===== src/hdl/mccp_ram.sv =====
// generic single-port synchronous ram with registered read
// no dependencies
module mccp_ram #(
  parameter int WIDTH = 8,
  parameter int DEPTH = 256
) (
  input  logic                     clk,
  input  logic                     we,
  input  logic [$clog2(DEPTH)-1:0] addr,
  input  logic [WIDTH-1:0]         wdata,
  output logic [WIDTH-1:0]         rdata
);

  logic [WIDTH-1:0] mem [DEPTH];

  always_ff @(posedge clk) begin
    if (we) begin
      mem[addr] <= wdata;
    end
    rdata <= mem[addr];
  end

endmodule


===== config.mk =====
export PLATFORM = sky130hd
export DESIGN_NAME = mccp_ram
export DESIGN_NICKNAME = d
export VERILOG_FILES = /design/src/hdl/mccp_ram.sv
export SDC_FILE = /design/constraint.sdc
export NUM_CORES = 2
export LEC_CHECK = 0
export BUFFER_PORTS_ARGS = -buffer_cell sky130_fd_sc_hd__clkbuf_2
export CORE_MARGIN = 2
export CORE_UTILIZATION = 51
export DETAILED_ROUTE_END_ITERATION = 8
export GPL_TIMING_DRIVEN = 0
export HOLD_SLACK_MARGIN = 0.12
export PLACE_DENSITY = 0.66
export SKIP_CTS_REPAIR_TIMING = 1
export SYNTH_ARGS = -nofsm -noshare
export SYNTH_HDL_FRONTEND = slang
export SYNTH_SLANG_ARGS = --single-unit
export TNS_END_PERCENT = 20

===== constraint.sdc =====
create_clock -name clk -period 2.6 [get_ports clk]
set_input_delay 0.39 -clock clk [delete_from_list [all_inputs] [get_ports clk]]
set_output_delay 0.39 -clock clk [all_outputs]
set_load 0.005 [all_outputs]

# == Word level (Yosys, flattened, before mapping) ==
# Memories as Yosys holds them, arrays and structs flattened. A register that Yosys moved wholly into a read port is not among the register bits.
# Index checks and enable logic that the tools add are counted.
# classes
n_mux,2
# ops
operator,n
1-bit 2-to-1 mux,2
# totals
ff_bits,0
mem_bits_rw,2048
out_inout_bits,8
n_memories,1
# mem_list
memory,depth,width,rd,rd_clocked_by_memory_dff,wr,line,source
mem,256,8,1,1,1,14,logic [WIDTH-1:0] mem [DEPTH];

# == Logic depth before layout (Yosys ltp) ==
# depth
ltp_word,2
ltp_mapped,10

# == Worst setup path after synthesis ==
# No wires, ideal clock.
# synth_path
kind,input to register
start,input port addr[1]
end,memory mem[111][0] (enable)
arrival_time_ns,2.239
required_time_ns,2.230
slack_ns,-0.009
stages,9
n_path_buf,5
path_cell_list,buf_2 > clkbuf_1 > clkbuf_1 > nand2_1 > buf_2 > nor2_1 > nand2_1 > clkbuf_1 > nor2_1
# synth_lines
item,line,source
"start, declared",9,"input logic [$clog2(DEPTH)-1:0] addr,"
"end, declared",14,
# No word-level cell before the write port.

==> results.cfg <==
[timing]
setup_violations = 656
finalWorstSetupSlack_ns = -0.2257
rsz0062_at_grt = true
relSlewSlack_pct = 6.515
fmax_mhz = 353.9
hold_violations = 0
skew_ns = 0.02827
finalCritPeriodShare_pct = 108.7
final-max-slew-violation-count = 0
worst_pin_slew_ns = 1.402
layout_min_cycle_time_ns = 2.826
tns_ns = -33.51
timing.hold.ws_ns = 0.1086

[worst_setup_path]
crit_family = compound AO/OA/AOI/OAI gates
cp_slowest_cell = o41ai_2
end_kind = flop
rr_endpoint = rdata[0]$_DFF_P_
cp-start-kind = flop
worstPathArrival_ns = 3.36
crit_buf_inv = 0
critPathMaxFanout = 1
r2r_setup_slack_ns = -0.23
path_class = flop to flop
crit_required_ns = 3.14
cpPeakStageDelay_ns = 0.63
reg2regPathDepth = 5
path_cells = mux4_2, a22oi_1, a21oi_1, o41ai_2, nand4_1
rr_startpoint = mem[191][0]$_DFFE_PP_

[cts]
cts_tree = done
cts.reportedPaths.clkPinSlew_ns = 0.06
clk_path_buf_depth = 3
cts.sinks = 2056
clock_latency_ns = 0.84
cts_max_level = 4
cts_buffers = 201
cts_root_buf = clkbuf_16

[route]
antenna_violating_nets_post_route = 0
vias = 38465
wire_per_inst_um = 34.10
drtPass1Iterations = 6
via_per_inst = 6.418
drtIter0Drc = 4983
wirelength_mm = 204.4
drc_errors = 0

[logic_synthesis]
ys_warn_count = 0
synth-async-reset-ratio_pct = 0
ys_ff_latch = 2056
yosys.area_share.simple_pct = 1.733
synth_top_family_by_area = multiplexers
synth_edf_count = 2048
postSynthAreaPerCell_sq_um = 22.13
synth.distinct_cells = 22
yosys.area_share.xor_xnor_pct = 0
synthCells = 3547
syn_nets = 3565
synthMuxAreaShare_pct = 14.69
syn_area_sq_um = 78490
synth_fa_ha_area_share_pct = 0
synth_ff_type = edfxtp_1
synth_compound_area_share_pct = 3.622
synth-seq-area-share_pct = 78.55

[die]
fp-row-count = 143
core_sq_um = 152400
fp.dieW_um = 396.3
die_y_um = 396.3
die_area_sq_um = 157100
ioPinCount = 26
start_util_pct = 51.49

[worst_hold_path]
holdCritPathClass = input port to flop
min_from = wdata[0]
min_path_cells = 1
hold_end = mem[83][0]$_DFFE_PP_

[power_and_ir_drop]
switching_share_pct = 21.80
internal_power_mw = 53.14
p_seq_share_pct = 53.8
p_per_area_nw_per_um2 = 754.8
p_leak_nw = 27.01
p_clk_share_pct = 41.0
switching_power_mw = 14.81
pwr-share-comb_pct = 5.2
ir_drop_mv = 0.7075

[place]
place.gp.congestion = 0.9364
port_buffers = 21
dp_hpwl_mm = 131.6
dpl-instance-area_sq_um = 81560

[finish]
layout-drive-gt1-share_pct = 31.76
n_fill_cell = 10777
fin_area_sq_um = 90020
area_delta_synth_final_pct = 14.69
num-nets-final = 3811
multiInputGateArea_sq_um = 17520
register_area_sq_um = 61660

[grt]
grt_pass1_wl_mm = 286.1
grt_pass1_vias = 38651
overflow = 0
track_usage_pct = 26.11
grt_antenna_before_repair = 5
grt_max_degree = 145

[outcome]
failed_checks = negative setup slack
outcome = complete, but fails checks

[job]
maxCapViolations = 0
worst max path at each step:
stage,end,cells after the start,startpoint
after floorplan,mem[111][0]$_DFFE_PP_,9,addr[1]
after global placement,mem[255][1]$_DFFE_PP_,8,addr[3]
after detailed placement,mem[255][1]$_DFFE_PP_,8,addr[3]
after CTS,mem[255][3]$_DFFE_PP_,8,addr[3]
after global routing,mem[231][3]$_DFFE_PP_,6,addr[6]
final,rdata[0]$_DFF_P_,5,mem[191][0]$_DFFE_PP_
area by class of cell:
cell class                 instances  share of cell area, %
clock inverter                   104                 0.9493
timing repair buffer              43                 0.6393
inverter                           1               0.004170
antenna                            2               0.005559
sequential                      2056                  68.49
multi-input combinational       1258                  19.46
tap                             2030                  2.821
clock buffer                     267                  5.975
buffer                           232                  1.654
kinds of logic (layout without fill, tap and decap cells):
group,count (synthesis),count (layout)
mux,512,512
buf+inv,233,647
compound gates,416,416
flops,2056,2056
other cells,0,2
simple gates,330,330
per-stage QoR:
stage               util, %  cells  setup WS [ns]  total power, mW
CTS                   57.59   5982         -1.810            67.92
global placement      53.23   5598         -2.929            40.60
finish                59.05   5993        -0.2257            67.95
detailed placement    53.50   5611         -2.726            40.53
floorplan                 -   3547      -0.008701            38.88
global route          59.05   5991        -0.1758            69.66
power by group through the flow:
stage	Combinational, mW	Clock [mW]	Sequential, mW
floorplan	1.62	0	37.3
global placement	3.14	0	37.5
detailed placement	3.27	0	37.3
CTS	3.27	28.1	36.6
global route	3.64	29.5	36.5
finish	3.51	27.9	36.6
Yosys cell counts, types with 7 or more instances:
cell type / n / area share (%)
buf_6: 16 / 0.23
nand2_1: 28 / 0.13
mux4_2: 512 / 15
buf_1: 19 / 0.091
clkbuf_1: 145 / 0.69
edfxtp_1: 2048 / 78
buf_4: 16 / 0.15
nor3_1: 30 / 0.19
nor2_1: 232 / 1.1
a22oi_1: 256 / 2.4
nor2b_1: 7 / 0.056
o41ai_1: 32 / 0.36
buf_2: 36 / 0.23
a21oi_1: 128 / 0.82
dfxtp_1: 8 / 0.20
nand4_1: 8 / 0.064
nand3_1: 13 / 0.083
cell usage in the layout, fill, tap and decap left out, drive strengths merged:
master	n
nand2b	6
or2	2
mux4	512
bufinv	9
nor2b	7
dfxtp	8
and2	3
o41ai	32
nor3	30
clkinvlp	2
buf	101
nand4	8
clkinv	84
edfxtp	2048
clkdlybuf4s15	1
nor2	232
nand2	28
a22oi	256
a21oi	128
clkbuf	439
nand3	13
or3	1
inv	10
diode	2
dlygate4sd3	1
layer usage:
layer  share of wire (%)  vias up  track usage (%)
met1                  38    20412            35.46
met2                  48     2044            39.94
met4                 3.6       10            10.23
met5               0.065        -           0.4310
li1                    -    15626                -
met3                  11      373            8.057
worst register-to-register path: stages (launching register included):
cell,delay [ns]
edfxtp_1,0.37
mux4_2,0.48
a22oi_1,0.29
a21oi_1,0.31
o41ai_2,0.63
nand4_1,0.46
registers in the layout, summed over array words and instances (netlist names):
name   flops
mem     2048
rdata      8
(Power assumes the default switching activity.)
